<file path="config.mk">
export PLATFORM = sky130hd
export DESIGN_NAME = array_priority_queue_core
export DESIGN_NICKNAME = d
export VERILOG_FILES = /design/src/rtl/core/apq_pkg.sv /design/src/rtl/core/array_priority_queue_core.sv /design/src/rtl/core/apq_dp.sv /design/src/rtl/core/apq_ctrl.sv
export SDC_FILE = /design/constraint.sdc
export NUM_CORES = 1
export LEC_CHECK = 0
export ABC_AREA = 1
export BUFFER_PORTS_ARGS = -buffer_cell sky130_fd_sc_hd__buf_2
export CORE_MARGIN = 2
export CORE_UTILIZATION = 49
export CTS_CLUSTER_SIZE = 24
export DETAILED_ROUTE_END_ITERATION = 12
export GPL_TIMING_DRIVEN = 0
export HOLD_SLACK_MARGIN = 0.02
export PLACE_DENSITY = 0.63
export SLEW_MARGIN = 30
export SYNTH_ARGS = -nofsm -noshare
export SYNTH_HDL_FRONTEND = slang
export SYNTH_SLANG_ARGS = --single-unit
</file>
<file path="constraint.sdc">
create_clock -name i_clk -period 9.95 [get_ports i_clk]
set_input_delay 0.4975 -clock i_clk [delete_from_list [all_inputs] [get_ports i_clk]]
set_output_delay 0.4975 -clock i_clk [all_outputs]
set_load 0.02 [all_outputs]
</file>
<file path="src/rtl/core/apq_pkg.sv">
`timescale 1ns / 1ps
`default_nettype none
// ----------------------------------------------------------------------------
// apq_pkg: shared types and constants of the array priority queue
// Queue depth, derived widths, request and status codes, and the command and
// status groups between the controller and the datapath.
// ----------------------------------------------------------------------------
package apq_pkg;

    // queue geometry
    localparam int DEPTH = 8;
    localparam int IDX_W = $clog2(DEPTH);
    localparam int CNT_W = $clog2(DEPTH + 1);

    // payload widths
    localparam int VAL_W = 32;
    localparam int PRI_W = 8;
    localparam int REQ_W = 2;
    localparam int STS_W = 2;

    // request codes
    localparam logic [REQ_W-1:0] REQ_PUSH = 2'd0;
    localparam logic [REQ_W-1:0] REQ_POP  = 2'd1;
    localparam logic [REQ_W-1:0] REQ_PEEK = 2'd2;

    // result status codes
    typedef enum logic [STS_W-1:0] {
        ST_OK    = 2'd0,
        ST_FULL  = 2'd1,
        ST_EMPTY = 2'd2
    } t_status;

    // controller to datapath commands
    typedef struct packed {
        logic    push;        // append request payload at the tail
        logic    scan_init;   // start a search from slot zero
        logic    shift_init;  // start a shift from the slot after the winner
        logic    rd;          // read slot at the walk address, advance it
        logic    pop_dec;     // drop one entry from the count
        logic    result;      // load the result registers
        logic    ret_best;    // result carries the winning entry
        t_status status;      // result status code
    } t_dp_cmd;

    // datapath to controller status
    typedef struct packed {
        logic cnt_zero;   // queue is empty
        logic cnt_full;   // queue is full
        logic addr_last;  // walk address sits on the last stored entry
        logic best_last;  // winner is the last stored entry
    } t_dp_sts;

endpackage
`default_nettype wire

</file>
<file path="src/rtl/core/array_priority_queue_core.sv">
`timescale 1ns / 1ps
`default_nettype none
// ----------------------------------------------------------------------------
// array_priority_queue_core: bounded priority queue over an unsorted array
// Push appends, peek reports the best entry, pop removes it and closes the gap.
// ----------------------------------------------------------------------------
// Usage:
//   A request (type, value, priority) is taken on a rising edge with start
//   high and busy low. Every request produces exactly one result, shown for
//   a single cycle with o_done high; the receiver cannot stall it.
//   A push, a no-op, or a pop/peek on an empty queue completes with busy
//   staying low. A peek searches all n stored entries; a pop also shifts
//   every entry after the winning slot down by one when the winner is not
//   the last entry. Both walks go through the slot storage's single
//   registered read port: the search reads one slot a cycle and the shift
//   moves one slot a cycle. During a search busy stays high from the
//   accepting edge until the cycle in which o_done is high, where it is low.
//   Reset (i_rst_n low, synchronous) empties the queue and drops any
//   request in flight; slot contents are not cleared, only the count.
// ----------------------------------------------------------------------------
module array_priority_queue_core
    import apq_pkg::*;
(
    input  wire logic                    i_clk,
    input  wire logic                    i_rst_n,
    input  wire logic                    start,
    output logic                         busy,
    input  wire logic        [REQ_W-1:0] i_req_type,
    input  wire logic signed [VAL_W-1:0] i_in_value,
    input  wire logic        [PRI_W-1:0] i_in_priority,
    output logic                         o_done,
    output logic             [STS_W-1:0] o_status,
    output logic signed      [VAL_W-1:0] o_out_value,
    output logic             [PRI_W-1:0] o_out_priority,
    output logic             [IDX_W-1:0] o_out_index,
    output logic             [CNT_W-1:0] o_occupancy
);

    t_dp_cmd w_cmd;
    t_dp_sts w_sts;

    // request sequencing
    apq_ctrl u_ctrl (
        .i_clk      (i_clk),
        .i_rst_n    (i_rst_n),
        .start      (start),
        .busy       (busy),
        .i_req_type (i_req_type),
        .i_sts      (w_sts),
        .o_cmd      (w_cmd)
    );

    // storage, search and result path
    apq_dp u_dp (
        .i_clk          (i_clk),
        .i_rst_n        (i_rst_n),
        .i_cmd          (w_cmd),
        .o_sts          (w_sts),
        .i_in_value     (i_in_value),
        .i_in_priority  (i_in_priority),
        .o_done         (o_done),
        .o_status       (o_status),
        .o_out_value    (o_out_value),
        .o_out_priority (o_out_priority),
        .o_out_index    (o_out_index),
        .o_occupancy    (o_occupancy)
    );

`ifndef ASSERT_OFF
    // results only leave once the sequencer is back at rest
    a_done_idle: assert property (@(posedge i_clk) disable iff (!i_rst_n)
        o_done |-> !busy)
        else $error("result issued while busy");

    // occupancy never exceeds the depth
    a_occ_range: assert property (@(posedge i_clk) disable iff (!i_rst_n)
        o_done |-> (o_occupancy <= CNT_W'(DEPTH)))
        else $error("occupancy above depth");

    // full status only with a full queue
    a_full_occ: assert property (@(posedge i_clk) disable iff (!i_rst_n)
        (o_done && (o_status == ST_FULL)) |-> (o_occupancy == CNT_W'(DEPTH)))
        else $error("full status with room left");

    // empty status only with an empty queue
    a_empty_occ: assert property (@(posedge i_clk) disable iff (!i_rst_n)
        (o_done && (o_status == ST_EMPTY)) |-> (o_occupancy == '0))
        else $error("empty status with entries stored");
`endif

endmodule
`default_nettype wire

</file>
<file path="src/rtl/core/apq_dp.sv">
`timescale 1ns / 1ps
`default_nettype none
// ----------------------------------------------------------------------------
// apq_dp: array priority queue datapath
// Slot storage with one registered read port, the running best-entry search,
// the shift-down write path, the entry count and the result registers.
// ----------------------------------------------------------------------------
module apq_dp
    import apq_pkg::*;
(
    input  wire logic                    i_clk,
    input  wire logic                    i_rst_n,
    input  wire t_dp_cmd                 i_cmd,
    output t_dp_sts                      o_sts,
    input  wire logic signed [VAL_W-1:0] i_in_value,
    input  wire logic        [PRI_W-1:0] i_in_priority,
    output logic                         o_done,
    output logic             [STS_W-1:0] o_status,
    output logic signed      [VAL_W-1:0] o_out_value,
    output logic             [PRI_W-1:0] o_out_priority,
    output logic             [IDX_W-1:0] o_out_index,
    output logic             [CNT_W-1:0] o_occupancy
);

    // slot storage, undefined until written
    logic signed [VAL_W-1:0] r_slot_value    [DEPTH];
    logic        [PRI_W-1:0] r_slot_priority [DEPTH];

    logic        [CNT_W-1:0] r_count;
    logic        [CNT_W-1:0] n_count;
    logic        [IDX_W-1:0] r_addr;
    logic                    r_shift_mode;

    // registered read port
    logic                    r_rd_vld;
    logic        [IDX_W-1:0] r_rd_idx;
    logic signed [VAL_W-1:0] r_rd_val;
    logic        [PRI_W-1:0] r_rd_pri;

    // running winner
    logic        [IDX_W-1:0] r_best_idx;
    logic signed [VAL_W-1:0] r_best_val;
    logic        [PRI_W-1:0] r_best_pri;

    logic                    w_better;
    logic        [CNT_W-1:0] w_last;

    // count bookkeeping
    assign w_last = r_count - CNT_W'(1);

    always_comb begin
        n_count = r_count;
        if (i_cmd.push) begin
            n_count = r_count + CNT_W'(1);
        end else if (i_cmd.pop_dec) begin
            n_count = r_count - CNT_W'(1);
        end
    end

    always_ff @(posedge i_clk) begin
        if (!i_rst_n) begin
            r_count <= '0;
        end else begin
            r_count <= n_count;
        end
    end

    // status toward the controller
    assign o_sts.cnt_zero  = (r_count == '0);
    assign o_sts.cnt_full  = (r_count == CNT_W'(DEPTH));
    assign o_sts.addr_last = (CNT_W'(r_addr) == w_last);
    assign o_sts.best_last = (CNT_W'(r_best_idx) == w_last);

    // walk address and mode
    always_ff @(posedge i_clk) begin
        if (i_cmd.scan_init) begin
            r_addr       <= '0;
            r_shift_mode <= 1'b0;
        end else if (i_cmd.shift_init) begin
            r_addr       <= r_best_idx + IDX_W'(1);
            r_shift_mode <= 1'b1;
        end else if (i_cmd.rd) begin
            r_addr       <= r_addr + IDX_W'(1);
        end
    end

    // slot read, one address per cycle
    always_ff @(posedge i_clk) begin
        if (!i_rst_n) begin
            r_rd_vld <= 1'b0;
        end else begin
            r_rd_vld <= i_cmd.rd;
        end
    end

    always_ff @(posedge i_clk) begin
        r_rd_idx <= r_addr;
        r_rd_val <= r_slot_value[r_addr];
        r_rd_pri <= r_slot_priority[r_addr];
    end

    // slot write: tail append on push, one slot down during a shift
    always_ff @(posedge i_clk) begin
        if (i_cmd.push) begin
            r_slot_value[r_count[IDX_W-1:0]]    <= i_in_value;
            r_slot_priority[r_count[IDX_W-1:0]] <= i_in_priority;
        end else if (r_rd_vld && r_shift_mode) begin
            r_slot_value[r_rd_idx - IDX_W'(1)]    <= r_rd_val;
            r_slot_priority[r_rd_idx - IDX_W'(1)] <= r_rd_pri;
        end
    end

    // higher priority wins, then larger signed value, earliest on a full tie
    assign w_better = (r_rd_pri > r_best_pri) ||
                      ((r_rd_pri == r_best_pri) && (r_rd_val > r_best_val));

    always_ff @(posedge i_clk) begin
        if (r_rd_vld && !r_shift_mode && ((r_rd_idx == '0) || w_better)) begin
            r_best_idx <= r_rd_idx;
            r_best_val <= r_rd_val;
            r_best_pri <= r_rd_pri;
        end
    end

    // result registers
    always_ff @(posedge i_clk) begin
        if (!i_rst_n) begin
            o_done <= 1'b0;
        end else begin
            o_done <= i_cmd.result;
        end
    end

    always_ff @(posedge i_clk) begin
        if (i_cmd.result) begin
            o_status    <= i_cmd.status;
            o_occupancy <= n_count;
            if (i_cmd.ret_best) begin
                o_out_value    <= r_best_val;
                o_out_priority <= r_best_pri;
                o_out_index    <= r_best_idx;
            end else begin
                o_out_value    <= '0;
                o_out_priority <= '0;
                o_out_index    <= '0;
            end
        end
    end

endmodule
`default_nettype wire

</file>
<file path="src/rtl/core/apq_ctrl.sv">
`timescale 1ns / 1ps
`default_nettype none
// ----------------------------------------------------------------------------
// apq_ctrl: array priority queue controller
// Decodes each request and sequences the search and shift walks over the
// slot storage, issuing one command word to the datapath per cycle.
// ----------------------------------------------------------------------------
module apq_ctrl
    import apq_pkg::*;
(
    input  wire logic             i_clk,
    input  wire logic             i_rst_n,
    input  wire logic             start,
    output logic                  busy,
    input  wire logic [REQ_W-1:0] i_req_type,
    input  wire t_dp_sts          i_sts,
    output t_dp_cmd               o_cmd
);

    typedef enum logic [2:0] {
        S_IDLE,
        S_SCAN,
        S_SCAN_DRAIN,
        S_DECIDE,
        S_SHIFT,
        S_SHIFT_DRAIN
    } t_state;

    t_state r_state;
    t_state n_state;
    logic   r_is_pop;
    logic   n_is_pop;

    assign busy = (r_state != S_IDLE);

    // next state and command decode
    always_comb begin
        n_state  = r_state;
        n_is_pop = r_is_pop;
        o_cmd    = '0;
        o_cmd.status = ST_OK;
        case (r_state)
            S_IDLE: begin
                if (start) begin
                    case (i_req_type)
                        REQ_PUSH: begin
                            o_cmd.result = 1'b1;
                            if (i_sts.cnt_full) begin
                                o_cmd.status = ST_FULL;
                            end else begin
                                o_cmd.push = 1'b1;
                            end
                        end
                        REQ_POP, REQ_PEEK: begin
                            n_is_pop = (i_req_type == REQ_POP);
                            if (i_sts.cnt_zero) begin
                                o_cmd.result = 1'b1;
                                o_cmd.status = ST_EMPTY;
                            end else begin
                                o_cmd.scan_init = 1'b1;
                                n_state         = S_SCAN;
                            end
                        end
                        default: begin
                            o_cmd.result = 1'b1;
                        end
                    endcase
                end
            end
            S_SCAN: begin
                o_cmd.rd = 1'b1;
                if (i_sts.addr_last) begin
                    n_state = S_SCAN_DRAIN;
                end
            end
            S_SCAN_DRAIN: begin
                n_state = S_DECIDE;
            end
            S_DECIDE: begin
                if (!r_is_pop || i_sts.best_last) begin
                    o_cmd.result   = 1'b1;
                    o_cmd.ret_best = 1'b1;
                    o_cmd.pop_dec  = r_is_pop;
                    n_state        = S_IDLE;
                end else begin
                    o_cmd.shift_init = 1'b1;
                    n_state          = S_SHIFT;
                end
            end
            S_SHIFT: begin
                o_cmd.rd = 1'b1;
                if (i_sts.addr_last) begin
                    n_state = S_SHIFT_DRAIN;
                end
            end
            S_SHIFT_DRAIN: begin
                o_cmd.result   = 1'b1;
                o_cmd.ret_best = 1'b1;
                o_cmd.pop_dec  = 1'b1;
                n_state        = S_IDLE;
            end
            default: begin
                n_state = S_IDLE;
            end
        endcase
    end

    // state register
    always_ff @(posedge i_clk) begin
        if (!i_rst_n) begin
            r_state  <= S_IDLE;
            r_is_pop <= 1'b0;
        end else begin
            r_state  <= n_state;
            r_is_pop <= n_is_pop;
        end
    end

endmodule
`default_nettype wire
</file>
==> flow_metrics.py <==
metrics = {
    "yosys": {
        "synthFlopType": "edfxtp_1",
        "yosysTopAreaCell": "edfxtp_1",
        "ys_top_cells_by_area": "edfxtp_1, nor2_1, dfxtp_1, o21ai_0, ha_1",
        "synth-seq-cells": 469,
        "synth.avg_cell_area_um2": 12.5,
        "ys_types": 40,
        "yosys.area.top_type_share_pct": 65.6,
        "ys.warnings.count": 0,
        "syn-cell-area_um2": 18800,
        "syn_nets": 1597,
        "synthArstFlopShare_pct": 0,
        "seq_area_frac_synth_pct": 71.7,
        "synth_edf_count": 412,
        "synthCells": 1504,
    },
    "sta": {
        "fin_skew_ns": 0.0163,
        "setup_viol": 0,
        "worst_slack_ns": 6.65,
        "max_freq_mhz": 303,
        "max_slew_margin_pct": 39.3,
        "finalCritPeriodShare_pct": 33.2,
        "drv_slew": 0,
        "setup_tns_ns": 0,
        "tightest_slew_ns": 0.906,
        "min_period_ns": 3.30,
        "grt_setup_unrepaired": "no",
        "hold_viol_final": 0,
    },
    "grt": {
        "grt_max_degree": 20,
        "grt_pass1_vias": 11400,
        "grt_pass1_wl_um": 67500,
        "grt_use_total_pct": 22.1,
        "antenna_found_initial": 0,
        "gr-total-overflow": 0,
    },
    "route": {
        "routedWlPerCell_um": 20.1,
        "drt-initial-drc-count": 804,
        "routed_wl_um": 44700,
        "drc": 0,
        "num_vias": 11900,
        "viasPerCell": 5.35,
        "drtPass1Iterations": 7,
        "ant_nets": 0,
    },
    "cts": {
        "holdBufCountCts": 0,
        "cts.sinks": 469,
        "cts_tree": "done",
        "post-cts-setup-buffers": 0,
        "cts_root_buffer": "clkbuf_16",
        "clock_path_buffers": 3,
        "cts-resized-gates": 0,
        "cts_buffers": 49,
        "htreeDepth": 2,
        "clkSlewWorstSetupHoldPaths_ns": 0.06,
        "insertion_delay_ns": 0.57,
    },
    "power_and_ir_drop": {
        "irDropWorstVdd_mv": 0.180,
        "p_seq_share_pct": 41.5,
        "pwr-share-clk_pct": 30.3,
        "power.internal_uw": 4050,
        "p_switching_uw": 2060,
        "p_leak_uw": 0.00823,
        "combPwrFrac_pct": 28.2,
        "switching_share_pct": 33.8,
        "p_per_area_nw_per_um2": 274,
    },
    "die": {
        "rows": 71,
        "start_util_pct": 49.9,
        "design.die.area_um2": 40100,
        "dieWidth_um": 200,
        "core_area_um2": 37800,
        "io_pins": 96,
        "die_h_um": 200,
    },
    "critical_path": {
        "cp.arrival_ns": 3.57,
        "critPathMaxFanout": 15,
        "crit_path_start": "u_dp.r_count[0]$_SDFF_PN0_",
        "critPathLaunchType": "flop",
        "end_kind": "flop",
        "reg2reg_from": "u_dp.r_count[0]$_SDFF_PN0_",
        "critPathKind": "reg2reg",
        "critPathRequiredTime_ns": 10.22,
        "worst-r2r-setup-slack_ns": 6.65,
    },
    "final_layout": {
        "fin_nets": 1764,
        "register_area_um2": 13500,
        "mostFrequentLayoutCells": "edfxtp_1, nor2_1, o21ai_0",
        "syn_to_final_growth_pct": 18.1,
        "drive_gt1_share_pct": 15.9,
        "multi_input_area_um2": 4700,
        "fillCellCount": 2943,
        "n_antenna_cell": 0,
        "final_common_cell": "edfxtp_1",
    },
    "placement": {
        "place_congestion": 0.793,
        "port_buffers": 95,
        "pre_cts_ws_ns": 6.68,
        "dp_hpwl_um": 29300,
    },
    "min_path": {
        "min_from": "i_rst_n",
        "min_path_type": "in2reg",
    },
    "outcome": {
        "outcome": "finished, final reports clean",
    },
    "job": {
        "maxCapViolations": 0,
    },
}
==> worst paths after layout <==
check	end	cells past startpoint
setup / recovery	u_dp.r_slot_value[4][10]$_DFFE_PP_	12
hold / removal	u_dp.o_done$_SDFF_PN0_	3
setup reg to reg	u_dp.r_slot_value[4][10]$_DFFE_PP_	12
hold reg to reg	u_dp.r_rd_idx[0]$_DFF_P_	0
==> synth_stat cells (2+ instances only) <==
cell and count:
a21o_1 2, a21oi_1 25, a31oi_1 40, buf_1 16, buf_2 3, buf_4 3, buf_6 7, clkbuf_1 41
dfxtp_1 57, edfxtp_1 412, ha_1 48, inv_1 94, inv_2 8, mux2_2 32, mux2_4 6, nand2_1 88
nand2_2 2, nand3_1 15, nand3_2 2, nand3_4 2, nand4_1 3, nor2_1 357, o211ai_1 4, o21ai_0 173
o21ai_2 3, o22ai_1 40, xnor2_1 4, xor2_1 5
==> logic make-up after synthesis <==
| group | after synthesis | share of synthesized area (%) |
|---|---|---|
| AND/OR/NAND/NOR | 477 | 10.0 |
| buffers and inverters | 172 | 3.78 |
| AO/OA/AOI/OAI | 290 | 8.40 |
| adder cells (fa/ha/maj) | 48 | 3.19 |
| flip-flops | 469 | 71.7 |
| XOR/XNOR | 10 | 0.505 |
| multiplexers | 38 | 2.39 |
==> layer usage <==
metal  global-route usage, %  up-vias  part of all wire [%]  wire length [um]
met3                    3.77       78                   6.3              2820
met4                    6.00        0                   2.2               974
met5                       0        -                     0                 0
met2                    35.7      383                    46             20500
met1                    31.3     5778                    46             20300
li1                        -     5649                     -                 -
==> registers in the layout, indices dropped and copies added (netlist names), 2 cells and up <==
signal                flops
u_dp.r_slot_value       256
u_dp.r_rd_idx             3
u_dp.r_best_idx           3
u_dp.r_rd_val            32
u_dp.r_slot_priority     64
u_dp.r_best_val          32
u_dp.o_out_value         32
u_ctrl.r_state            3
u_dp.r_rd_pri             8
u_dp.o_status             2
u_dp.r_count              4
u_dp.o_out_index          3
u_dp.r_addr               3
u_dp.o_out_priority       8
u_dp.r_best_pri           8
u_dp.o_occupancy          4
==> per-stage QoR <==
step	total power (uW)	utilization [%]	hold WS, ns	instances	instance area [um2]
floorplan	3630	-	0.326	1504	18800
global route	6420	59.0	0.184	2223	22300
finish	6110	59.0	0.176	2223	22300
global placement	4220	52.9	0.331	2110	20000
detailed placement	4290	54.6	0.336	2131	20600
CTS	6130	59.0	0.155	2223	22300
==> layout make-up <==
| type | count | share of cell area (%) |
|---|---|---|
| Sequential cell | 469 | 60.7 |
| Clock buffer | 63 | 6.03 |
| Inverter | 102 | 1.72 |
| Multi-Input combinational cell | 863 | 21.1 |
| Timing Repair Buffer | 116 | 4.68 |
| Clock inverter | 29 | 1.41 |
| Buffer | 70 | 1.48 |
| Tap cell | 511 | 2.87 |
==> power groups by stage <==
stage	combinational [uW]	clock [uW]	sequential, uW
global placement	1640	0	2580
floorplan	1050	0	2580
finish	1730	1850	2530
detailed placement	1720	0	2570
CTS	1730	1870	2530
global route	1920	1940	2550
==> critical path: stages (launching register included) <==
cell and delay [ns]:
dfxtp_1 0.52, inv_2 0.10, ha_1 0.23, nand2_2 0.12, nor2_1 0.07, inv_1 0.09, nand3_4 0.13, nand3_4 0.15
buf_6 0.19, o211ai_1 0.34, nor2_4 0.64, buf_16 0.23, buf_16 0.16
(Power assumes the default switching activity.)
